<file path="src/rtl/crp_pkg.sv">
// Shared types and constants for the A1 cell reference parser.
`default_nettype none

package crp_pkg;

  localparam int unsigned CharW  = 8;
  localparam int unsigned NumW   = 16;
  localparam int unsigned AccW   = NumW + 1;
  localparam int unsigned CfgIdxW = 1;

  localparam logic [AccW-1:0] AccCap = AccW'(1) << NumW;
  localparam logic [NumW-1:0] ColumnLimitRst = 16'd32767;
  localparam logic [NumW-1:0] RowLimitRst    = 16'd32767;

  localparam logic [CharW-1:0] ChrBang   = 8'h21;  // '!'
  localparam logic [CharW-1:0] ChrDollar = 8'h24;  // '$'
  localparam logic [CharW-1:0] ChrZero   = 8'h30;  // '0'
  localparam logic [CharW-1:0] ChrNine   = 8'h39;  // '9'
  localparam logic [CharW-1:0] ChrUpA    = 8'h41;  // 'A'
  localparam logic [CharW-1:0] ChrUpZ    = 8'h5a;  // 'Z'
  localparam logic [CharW-1:0] ChrLoA    = 8'h61;  // 'a'
  localparam logic [CharW-1:0] ChrLoZ    = 8'h7a;  // 'z'

  typedef enum logic [CfgIdxW-1:0] {
    CFG_COLUMN_LIMIT = 1'b0,
    CFG_ROW_LIMIT    = 1'b1
  } cfg_idx_e;

  typedef enum logic [2:0] {
    PH_START   = 3'd0,
    PH_CDOLLAR = 3'd1,
    PH_LETTERS = 3'd2,
    PH_RDOLLAR = 3'd3,
    PH_DIGITS  = 3'd4,
    PH_ERROR   = 3'd5
  } phase_e;

  typedef enum logic [2:0] {
    ERR_NONE      = 3'd0,
    ERR_EMPTY     = 3'd1,
    ERR_BAD_FIRST = 3'd2,
    ERR_NO_ROW    = 3'd3,
    ERR_COL_HIGH  = 3'd4,
    ERR_NON_DIGIT = 3'd5,
    ERR_ROW_HIGH  = 3'd6,
    ERR_ROW_ZERO  = 3'd7
  } err_e;

  typedef struct packed {
    phase_e          phase;
    logic [AccW-1:0] col_acc;
    logic [AccW-1:0] row_acc;
    logic            col_dollar;
    logic            row_dollar;
    logic            bang;
    err_e            err;
  } parse_t;

  localparam parse_t ParseClear = '{
    phase:      PH_START,
    col_acc:    '0,
    row_acc:    '0,
    col_dollar: 1'b0,
    row_dollar: 1'b0,
    bang:       1'b0,
    err:        ERR_NONE
  };

  typedef struct packed {
    logic            ref_valid;
    logic [NumW-1:0] column_number;
    logic [NumW-1:0] row_number;
    logic            column_absolute;
    logic            row_absolute;
    logic            sheet_prefixed;
    err_e            error_kind;
  } result_t;

endpackage

`default_nettype wire

</file>
<file path="src/rtl/crp_step.sv">
// One character step of the parser: next parse state and the result it would give.
`default_nettype none

module crp_step import crp_pkg::*; (
  input  parse_t           cur_i,
  input  logic [CharW-1:0] char_i,
  input  logic [NumW-1:0]  column_limit_i,
  input  logic [NumW-1:0]  row_limit_i,
  output parse_t           nxt_o,
  output result_t          res_o
);

  logic            is_upper, is_lower, is_letter, is_digit;
  logic [4:0]      letter_val;
  logic [3:0]      digit_val;
  logic [21:0]     col_mac;
  logic [20:0]     row_mac;
  logic [AccW-1:0] col_sat, row_sat;
  err_e            err;

  assign is_upper  = (char_i >= ChrUpA) && (char_i <= ChrUpZ);
  assign is_lower  = (char_i >= ChrLoA) && (char_i <= ChrLoZ);
  assign is_letter = is_upper || is_lower;
  assign is_digit  = (char_i >= ChrZero) && (char_i <= ChrNine);
  assign digit_val = char_i[3:0];

  always_comb begin
    letter_val = 5'd0;
    if (is_upper) begin
      letter_val = 5'(char_i - ChrUpA) + 5'd1;
    end else if (is_lower) begin
      letter_val = 5'(char_i - ChrLoA) + 5'd1;
    end
  end

  // column * 26 + letter, row * 10 + digit, both capped
  assign col_mac = 22'(cur_i.col_acc) * 22'd26 + 22'(letter_val);
  assign row_mac = 21'(cur_i.row_acc) * 21'd10 + 21'(digit_val);
  assign col_sat = (col_mac > 22'(AccCap)) ? AccCap : col_mac[AccW-1:0];
  assign row_sat = (row_mac > 21'(AccCap)) ? AccCap : row_mac[AccW-1:0];

  // next state
  always_comb begin
    nxt_o = cur_i;
    if ((char_i == ChrBang) && !cur_i.bang) begin
      nxt_o      = ParseClear;
      nxt_o.bang = 1'b1;
    end else begin
      unique case (cur_i.phase)
        PH_START: begin
          if (char_i == ChrDollar) begin
            nxt_o.col_dollar = 1'b1;
            nxt_o.phase      = PH_CDOLLAR;
          end else if (is_letter) begin
            nxt_o.col_acc = AccW'(letter_val);
            nxt_o.phase   = PH_LETTERS;
          end else begin
            nxt_o.err   = ERR_BAD_FIRST;
            nxt_o.phase = PH_ERROR;
          end
        end
        PH_CDOLLAR: begin
          if (is_letter) begin
            nxt_o.col_acc = AccW'(letter_val);
            nxt_o.phase   = PH_LETTERS;
          end else begin
            nxt_o.err   = ERR_BAD_FIRST;
            nxt_o.phase = PH_ERROR;
          end
        end
        PH_LETTERS: begin
          if (is_letter) begin
            nxt_o.col_acc = col_sat;
          end else if (cur_i.col_acc > AccW'(column_limit_i)) begin
            nxt_o.err   = ERR_COL_HIGH;
            nxt_o.phase = PH_ERROR;
          end else if (char_i == ChrDollar) begin
            nxt_o.row_dollar = 1'b1;
            nxt_o.phase      = PH_RDOLLAR;
          end else if (is_digit) begin
            nxt_o.row_acc = AccW'(digit_val);
            nxt_o.phase   = PH_DIGITS;
          end else begin
            nxt_o.err   = ERR_NON_DIGIT;
            nxt_o.phase = PH_ERROR;
          end
        end
        PH_RDOLLAR: begin
          if (is_digit) begin
            nxt_o.row_acc = AccW'(digit_val);
            nxt_o.phase   = PH_DIGITS;
          end else begin
            nxt_o.err   = ERR_NON_DIGIT;
            nxt_o.phase = PH_ERROR;
          end
        end
        PH_DIGITS: begin
          if (is_digit) begin
            nxt_o.row_acc = row_sat;
          end else begin
            nxt_o.err   = ERR_NON_DIGIT;
            nxt_o.phase = PH_ERROR;
          end
        end
        default: ;  // error phase holds until the last char or a first '!'
      endcase
    end
  end

  // result as seen after this char
  always_comb begin
    unique case (nxt_o.phase) inside
      PH_ERROR:              err = nxt_o.err;
      PH_START, PH_CDOLLAR:  err = ERR_EMPTY;
      PH_LETTERS, PH_RDOLLAR: err = ERR_NO_ROW;
      default: begin
        if (nxt_o.row_acc > AccW'(row_limit_i)) begin
          err = ERR_ROW_HIGH;
        end else if (nxt_o.row_acc == '0) begin
          err = ERR_ROW_ZERO;
        end else begin
          err = ERR_NONE;
        end
      end
    endcase
  end

  always_comb begin
    res_o.ref_valid       = (err == ERR_NONE);
    res_o.column_number   = (err == ERR_NONE) ? nxt_o.col_acc[NumW-1:0] : '0;
    res_o.row_number      = (err == ERR_NONE) ? nxt_o.row_acc[NumW-1:0] : '0;
    res_o.column_absolute = nxt_o.col_dollar;
    res_o.row_absolute    = nxt_o.row_dollar;
    res_o.sheet_prefixed  = nxt_o.bang;
    res_o.error_kind      = err;
  end

endmodule

`default_nettype wire

</file>
<file path="src/rtl/cell_reference_parser.sv">
// Top level of the A1 cell reference parser: input register, parse state, result register.
`default_nettype none

// A1-style cell reference parser. Characters arrive one item per cycle on the
// input channel while in_ready_o is high, the final one flagged by last_char_i.
// A first '!' discards everything before it and marks the reference as
// sheet-prefixed; the cell part is an optional '$', letters (any case,
// bijective base 26), an optional '$' and decimal row digits. Only the last
// character of a reference yields a result item, carrying column, row, the
// two '$' flags, the sheet flag and an error code (0 ok, 1 empty, 2 bad first
// char, 3 no row, 4 column high, 5 non-digit, 6 row high, 7 row zero); column
// and row read zero on error. Throughput is one character per cycle with no
// gaps between references while the result register is free or being taken.
// A character is held in the input register, then the combinational parse step
// (two constant multiply-adds and compares) updates the parse state and, for a
// last character, loads the result register that drives the output. The input
// side keeps taking items while a result waits, and stalls only once the
// result register is full and the input register holds a pending item. Limits
// are written through the configuration port (index 0 column_limit, index 1
// row_limit), reset to 32767, and should be written only while the block is
// idle; the config port is always ready.

module cell_reference_parser import crp_pkg::*; (
  input  logic               clk_i,
  input  logic               rst_ni,
  // character input
  input  logic               in_valid_i,
  output logic               in_ready_o,
  input  logic [CharW-1:0]   char_code_i,
  input  logic               last_char_i,
  // result output
  output logic               out_valid_o,
  input  logic               out_ready_i,
  output logic               ref_valid_o,
  output logic [NumW-1:0]    column_number_o,
  output logic [NumW-1:0]    row_number_o,
  output logic               column_absolute_o,
  output logic               row_absolute_o,
  output logic               sheet_prefixed_o,
  output logic [2:0]         error_kind_o,
  // configuration writes
  input  logic               cfg_valid_i,
  output logic               cfg_ready_o,
  input  logic [CfgIdxW-1:0] cfg_index_i,
  input  logic [NumW-1:0]    cfg_data_i
);

  // limit registers
  logic [NumW-1:0] column_limit_q, row_limit_q;

  assign cfg_ready_o = 1'b1;

  always_ff @(posedge clk_i or negedge rst_ni) begin
    if (!rst_ni) begin
      column_limit_q <= ColumnLimitRst;
      row_limit_q    <= RowLimitRst;
    end else if (cfg_valid_i) begin
      unique case (cfg_index_i)
        CFG_COLUMN_LIMIT: column_limit_q <= cfg_data_i;
        CFG_ROW_LIMIT:    row_limit_q    <= cfg_data_i;
        default: ;
      endcase
    end
  end

  // input register
  logic             in_valid_q;
  logic [CharW-1:0] char_q;
  logic             last_q;
  logic             advance;  // result register can take a new value
  logic             step;     // registered char goes through the parser

  assign advance    = !out_valid_o || out_ready_i;
  assign step       = in_valid_q && advance;
  assign in_ready_o = !in_valid_q || advance;

  always_ff @(posedge clk_i or negedge rst_ni) begin
    if (!rst_ni) begin
      in_valid_q <= 1'b0;
    end else if (in_ready_o) begin
      in_valid_q <= in_valid_i;
    end
  end

  always_ff @(posedge clk_i) begin
    if (in_valid_i && in_ready_o) begin
      char_q <= char_code_i;
      last_q <= last_char_i;
    end
  end

  // parse state
  parse_t  parse_q, parse_d, parse_nxt;
  result_t res;

  crp_step u_step (
    .cur_i          (parse_q),
    .char_i         (char_q),
    .column_limit_i (column_limit_q),
    .row_limit_i    (row_limit_q),
    .nxt_o          (parse_nxt),
    .res_o          (res)
  );

  // a last char ends the reference; the parser starts clean for the next one
  always_comb begin
    parse_d = parse_q;
    if (step) begin
      parse_d = last_q ? ParseClear : parse_nxt;
    end
  end

  always_ff @(posedge clk_i or negedge rst_ni) begin
    if (!rst_ni) begin
      parse_q <= ParseClear;
    end else begin
      parse_q <= parse_d;
    end
  end

  // result register
  logic    out_valid_q;
  result_t res_q;

  always_ff @(posedge clk_i or negedge rst_ni) begin
    if (!rst_ni) begin
      out_valid_q <= 1'b0;
    end else if (advance) begin
      out_valid_q <= step && last_q;
    end
  end

  always_ff @(posedge clk_i) begin
    if (step && last_q) begin
      res_q <= res;
    end
  end

  assign out_valid_o       = out_valid_q;
  assign ref_valid_o       = res_q.ref_valid;
  assign column_number_o   = res_q.column_number;
  assign row_number_o      = res_q.row_number;
  assign column_absolute_o = res_q.column_absolute;
  assign row_absolute_o    = res_q.row_absolute;
  assign sheet_prefixed_o  = res_q.sheet_prefixed;
  assign error_kind_o      = res_q.error_kind;

endmodule

`default_nettype wire
</file>
<file path="config.mk">
export PLATFORM = sky130hd
export DESIGN_NAME = cell_reference_parser
export DESIGN_NICKNAME = d
export VERILOG_FILES = /design/src/rtl/crp_pkg.sv /design/src/rtl/crp_step.sv /design/src/rtl/cell_reference_parser.sv
export SDC_FILE = /design/constraint.sdc
export NUM_CORES = 1
export LEC_CHECK = 0
export CAP_MARGIN = 20
export CORE_UTILIZATION = 50
export CTS_CLUSTER_SIZE = 10
export DETAILED_ROUTE_END_ITERATION = 8
export DONT_BUFFER_PORTS = 1
export PLACE_DENSITY = 0.73
export SLEW_MARGIN = 10
export SYNTH_ARGS = -nofsm -noshare
export SYNTH_HDL_FRONTEND = slang
export SYNTH_SLANG_ARGS = --single-unit
export TNS_END_PERCENT = 50
</file>
<file path="constraint.sdc">
create_clock -name clk_i -period 19.45 [get_ports clk_i]
set_clock_uncertainty 0.05 [all_clocks]
set_input_delay 2.9175 -clock clk_i [delete_from_list [all_inputs] [get_ports clk_i]]
set_output_delay 2.9175 -clock clk_i [all_outputs]
set_load 0.01 [all_outputs]
</file>
==> results of run 1 <==
flip-flops by register name (all words and copies together) (netlist names):
signal and count:
column_limit_q 16, parse_q 43, column_number_o 16, ref_valid_o 1
sheet_prefixed_o 1, row_limit_q 16, error_kind_o 3, column_absolute_o 1
row_absolute_o 1, out_valid_o 1, in_valid_q 1, row_number_o 16
char_q 8, last_q 1
critical path, delay by kind of cell (launching register included):
family | cells | cell delay [ns]
AND/OR/NAND/NOR | 13 | 3.19
AO/OA/AOI/OAI | 10 | 2.28
adder cells (fa/ha/maj) | 4 | 1.31
flip-flops | 1 | 0.49
buffers and inverters | 2 | 0.16
cell type report:
class	count	share of cell area
clock inverter	10	0.00632
multi-input combinational	961	0.586
timing repair buffer	9	0.00569
inverter	134	0.0423
sequential	125	0.287
clock buffer	22	0.0436
tap	280	0.0295
kinds of logic (layout without fill, tap and decap cells):
| logic type | count (synthesis) | count (layout) | share of synthesized area |
|---|---|---|---|
| AND/OR/NAND/NOR | 414 | 414 | 0.196 |
| XOR/XNOR | 50 | 50 | 0.0396 |
| adder cells (fa/ha/maj) | 124 | 124 | 0.152 |
| buffers and inverters | 181 | 175 | 0.0631 |
| flip-flops | 125 | 125 | 0.308 |
| other | 1 | 1 | 0.000339 |
| multiplexers | 22 | 22 | 0.0218 |
| AO/OA/AOI/OAI | 350 | 350 | 0.220 |
placed cells by master (no fill, tap or decap), drive strengths merged, types with 9 or more instances in the layout:
cell      n
and2     10
o31ai    11
nor2     86
edfxtp   48
a21o     18
o211ai   18
and3     15
nand2   105
nor2b    25
xnor2    30
nand2b   26
dfrtp    47
a22o     20
dfstp    30
ha      107
inv     136
nand4    18
nand3    36
fa       17
xor2     20
clkbuf   22
buf       9
o21a     18
o21ai    85
or3       9
mux2     17
a21oi    64
nor4     14
a31oi    11
nor3     22
a211oi   15
worst max-delay path by stage:
| stage | cells past startpoint | from | endpoint | slack (ns) |
|---|---|---|---|---|
| CTS | 29 | parse_q[7]$_DFFE_PN0P_ | column_number_o[2]$_SDFFCE_PP0P_ | 11.40 |
| global route | 29 | parse_q[7]$_DFFE_PN0P_ | column_number_o[2]$_SDFFCE_PP0P_ | 11.29 |
| global placement | 29 | parse_q[7]$_DFFE_PN0P_ | column_number_o[2]$_SDFFCE_PP0P_ | 11.67 |
| detailed placement | 29 | parse_q[7]$_DFFE_PN0P_ | column_number_o[2]$_SDFFCE_PP0P_ | 11.40 |
| finish | 29 | parse_q[7]$_DFFE_PN0P_ | column_number_o[2]$_SDFFCE_PP0P_ | 11.74 |
| floorplan | 30 | parse_q[7]$_DFFE_PN0P_ | column_number_o[1]$_SDFFCE_PP0P_ | 12.76 |
power by group through the flow:
stage | Sequential [W] | Combinational (W) | Clock [W]
floorplan | 0.000334 | 0.000253 | 0
global placement | 0.000350 | 0.000306 | 0
detailed placement | 0.000351 | 0.000315 | 0
CTS | 0.000347 | 0.000318 | 0.000315
global route | 0.000351 | 0.000359 | 0.000326
finish | 0.000348 | 0.000323 | 0.000312
layer usage:
layer / vias up / share of wire
met4: 0 / 0.019
li1: 4567 / -
met1: 4566 / 0.45
met2: 402 / 0.45
met5: - / 0
met3: 48 / 0.085
per-stage QoR:
step | instance area [µm²] | power, W | instances | util
2_1_floorplan | 11100 | 0.000586 | 1267 | -
3_3_place_gp | 11300 | 0.000656 | 1508 | 0.519
3_5_place_dp | 11300 | 0.000666 | 1508 | 0.519
4_1_cts | 11900 | 0.000980 | 1540 | 0.546
5_1_grt | 11900 | 0.00104 | 1541 | 0.546
6_report | 11900 | 0.000983 | 1541 | 0.546
==> flow_summary.ini, run 1 <==
[critical_path]
regToRegStartpoint = parse_q[7]$_DFFE_PN0P_
r2r_cells = 29
cp.arrival_ns = 7.92
reg2reg_slack_ns = 11.74
crit_type = reg -> reg
reg2reg_to = column_number_o[2]$_SDFFCE_PP0P_
startpoint_type = register
crit_fanout = 17
worstPathRequired_ns = 19.66
slowest_stage = a31oi_4
max_stage_delay_ns = 0.55
setup.worst_path.end_class = register

[logic_synthesis]
yosysMostFrequentCell = inv_1
ys.flop_type = edfxtp_1
mappedNetlistArea_um2 = 11100
synth_top_area_share = 0.130
ys_seq_elements = 125
yosysUniqueCellTypes = 98
syn_nets = 1422
ys_top_cells_by_area = edfxtp_1 13%, ha_1 12%, dfrtp_1 11%, dfstp_2 7.1%, inv_1 4.5%
ys_seq_area_frac = 0.308
synth_edf_count = 48
ys_warn_count = 0
syn_avg_cell_area_um2 = 8.74
synth_largest_area_cell = edfxtp_1
syn-instance-count = 1267
synth_common_cells = 134 x inv_1, 107 x ha_1, 105 x nand2_1
async_reset_ff_frac = 0.616

[clock_tree]
cts-root-buf = clkbuf_16
postCtsResizedCells = 0
worstSkewPairLatency_ns = 0.43
cts.hold.buffers_added = 0
cts_setup_buffers = 0
clock_path_buffers = 2
cts_tree = yes
numClockSinks = 125
htree_levels = 4
cts.clk_slew.worst_paths_ns = 0.06
cts_buffers = 17

[timing]
worst_slack_ns = 11.74
finalCritPeriodShare = 0.396
slew_violations = 0
max_slew_margin = 0.342
whs_ns = 0.461
rsz0062_at_grt = false
finalCriticalPeriod_ns = 7.71
fmax_mhz = 130
hold_violations = 0
setup_violations = 0
tns_ns = 0
tightest_slew_ns = 0.987

[cells_and_area]
area_growth_pct = 7.37
n_antenna_cell = 0
n_fill_cell = 1988
multiInputGateArea_um2 = 6960
ff_latch_area_um2 = 3410
drive_gt1_frac = 0.0928
fin_nets = 1403

[place]
dp_hpwl_um = 22700
place_ws_ns = 11.40
gp_congestion = 0.955
portBuffers = 0

[route]
wl_um = 30000
drtIter0Drc = 768
drc = 0
wire_per_inst_um = 19.4
vias_per_cell = 6.22
firstDrtPassIters = 5
vias = 9583
ant_nets = 0

[floorplanning]
die_y_um = 151
row_count = 54
die-area_um2 = 22700
design.portCount = 73
core_area_um2 = 21800
die_x_um = 151
start_util = 0.509

[power_and_ir_drop]
clkPwrFrac = 0.318
intPower_w = 0.000625
p_switching_w = 0.000358
p_per_area_nw_per_um2 = 82.7
pwr-share-seq = 0.353
swShare = 0.364
power_frac_comb = 0.329
leakagePower_nw = 5.35
irDropWorstVdd_mv = 0.0690

[min_path]
hold_start = parse_q[4]$_DFFE_PN0P_
hold_end = parse_q[4]$_DFFE_PN0P_
hold_depth = 1
min_path_type = reg -> reg

[global_routing]
grtUsageTotal = 0.273
use_met1 = 0.383
grt_max_degree = 78
grt_first_pass_wirelength_um = 48000
grtUsageMet2 = 0.423
grt_overflow = 0
grt_pass1_vias = 9059
busiest_layer = met2
use_met3 = 0.0639
antenna_found_initial = 0

[run]
drv_cap = 0

[outcome]
outcome = complete, no violations
Power figures use the tool's default switching activity.
==> run 2: changes to the inputs <==
- PLACE_DENSITY: 0.73 -> 0.76
- clock period: 19.45 -> 7 ns (I/O delays scaled with it)
==> run 2 against run 1 <==
- design area grew 3.8%
- cell count grew 2.1%
- fmax grew 12%
- worst hold slack lost 0.19 ns
- routed wire length grew 5.2%
- clock power grew to 2.9 times the previous value
- worst setup slack lost 12 ns
- flip-flop and latch count is the same
- sequential share of layout area shrank 1.0 points
- utilization grew 2.1 points
- total power grew to 3.0 times the previous value
- largest cell class unchanged
==> flow_summary.ini, run 2 (synthesis gave the netlist of run 1 again) <==
[cells_and_area]
largest_register_ffs = 43
top_register = parse_q
drive_gt1_frac = 0.136
final_cell_mix = 130 x inv_1, 105 x nand2_1, 104 x ha_1
final_common_cell = inv_1
n_antenna_cell = 0
multiInputGateArea_um2 = 7090
n_fill_cell = 1925
final_cells = 1574
stdcell_area_um2 = 12300
fin_nets = 1436
ff_latch_area_um2 = 3410
area_growth_pct = 11.4

[route]
drtIter0Drc = 964
vias_per_cell = 6.31
drc = 0
wire_per_inst_um = 20.0
firstDrtPassIters = 6
wl_um = 31500
vias = 9936
ant_nets = 0

[place]
place_ws_ns = -0.197
dp_hpwl_um = 23300
place_inst = 1530
gp_congestion = 0.932
placed_area_um2 = 11400
portBuffers = 0

[power_and_ir_drop]
leakagePower_nw = 5.56
intPower_w = 0.00186
pwr-share-seq = 0.329
p_switching_w = 0.00105
swShare = 0.361
irDropWorstVdd_mv = 0.204
power_frac_comb = 0.364
clkPwrFrac = 0.308
p_per_area_nw_per_um2 = 236

[critical_path]
regToRegStartpoint = parse_q[7]$_DFFE_PN0P_
startpoint_type = register
crit_type = reg -> reg
setup.worst_path.end_class = register
path_common_cell = o211ai_1
reg2reg_to = column_number_o[2]$_SDFFCE_PP0P_
worstPathRequired_ns = 7.23
cp.arrival_ns = 7.13
r2r_cells = 30
reg2reg_slack_ns = 0.10
slowest_stage = or4_1
crit_fanout = 6
max_stage_delay_ns = 0.56

[timing]
max_slew_margin = 0.326
fmax_mhz = 145
rsz0062_at_grt = true
hold_violations = 0
setup_violations = 0
slew_violations = 0
worst_slack_ns = 0.100
tightest_slew_ns = 1.01
finalCriticalPeriod_ns = 6.90
finalCritPeriodShare = 0.986

[clock_tree]
cts_buffers = 17
numClockSinks = 125
worstSkewPairLatency_ns = 0.43
htree_levels = 4
cts-root-buf = clkbuf_16
cts_tree = yes
clock_path_buffers = 2
cts.clk_slew.worst_paths_ns = 0.06

[floorplanning]
start_util = 0.509
core_area_um2 = 21800
row_count = 54
die_x_um = 151
die-area_um2 = 22700
design.portCount = 73
die_y_um = 151

[global_routing]
grt_first_pass_wirelength_um = 49500
grt_max_degree = 78
antenna_found_initial = 0
grtUsageTotal = 0.281
grt_overflow = 0
grt_pass1_vias = 9449

[outcome]
outcome = complete, no violations

[min_path]
min_path_type = in -> async

[run]
drv_cap = 0
-- run 2: changes by cell type in the layout (fill, tap and decap cells not counted), sizes merged --
cell	change
clkbuf	+1
buf	+31
clkinvlp	+1
inv	+2
bufinv	+1
clkinv	-3
-- run 2: power groups by stage --
stage	clock [W]	combinational (W)	sequential (W)
after floorplan	0	0.000702	0.000927
after global placement	0	0.000875	0.000964
after detailed placement	0	0.000898	0.000967
after CTS	0.000906	0.000935	0.000955
after global routing	0.000925	0.00116	0.000965
final	0.000897	0.00106	0.000958
-- run 2: area by class of cell --
cell class,instances,share of cell area
repair buffers,42,0.0304
clock buffers,21,0.0409
well taps,280,0.0284
clock inverters,11,0.00822
inverters,134,0.0408
multi-input cells,961,0.575
flip-flops and latches,125,0.276
-- run 2: critical path: cells and delay by family (launching register included) --
kind                       cells  cell delay [ns]
AOI/OAI and AO/OA             14             2.57
xor gates and xnor gates       1             0.32
adders and majority gates      4             1.07
buffers and inverters          5             0.57
DFF                            1             0.40
and+or+nand+nor                6             1.75
-- run 2: what timing repair did --
item | 4_1_cts | 5_1_grt
gates resized for setup | 0 | 29
hold buffers | 0 | 0
setup buffers | 3 | 7
pin swaps | 3 | 23
cloned | 0 | 2
setup endpoints to repair | 17 | 35
-- run 2: worst max path at each step --
stage	start	depth (start not counted)	end	slack, ns
floorplan	parse_q[7]$_DFFE_PN0P_	30	column_number_o[1]$_SDFFCE_PP0P_	0.31
global placement	parse_q[7]$_DFFE_PN0P_	29	column_number_o[2]$_SDFFCE_PP0P_	0.05
finish	parse_q[7]$_DFFE_PN0P_	30	column_number_o[2]$_SDFFCE_PP0P_	0.10
global route	parse_q[7]$_DFFE_PN0P_	30	column_number_o[2]$_SDFFCE_PP0P_	-0.14
detailed placement	parse_q[7]$_DFFE_PN0P_	29	column_number_o[2]$_SDFFCE_PP0P_	-0.20
CTS	parse_q[7]$_DFFE_PN0P_	30	column_number_o[2]$_SDFFCE_PP0P_	0.01
-- run 2: metrics by stage --
step	hold slack, ns	TNS (ns)	util	power [W]
finish	0.275	0	0.567	0.00291
global route	0.261	-2.02	0.567	0.00305
CTS	0.250	0	0.556	0.00280
detailed placement	0.443	-1.77	0.526	0.00187
global placement	0.439	0	0.526	0.00184
floorplan	0.424	0	-	0.00163
-- run 2: routing by layer --
layer  global-route usage  routed length, µm
met4               0.0880                709
met2                0.438              14400
met3               0.0696               2940
met5                    0                  0
met1                0.383              13500
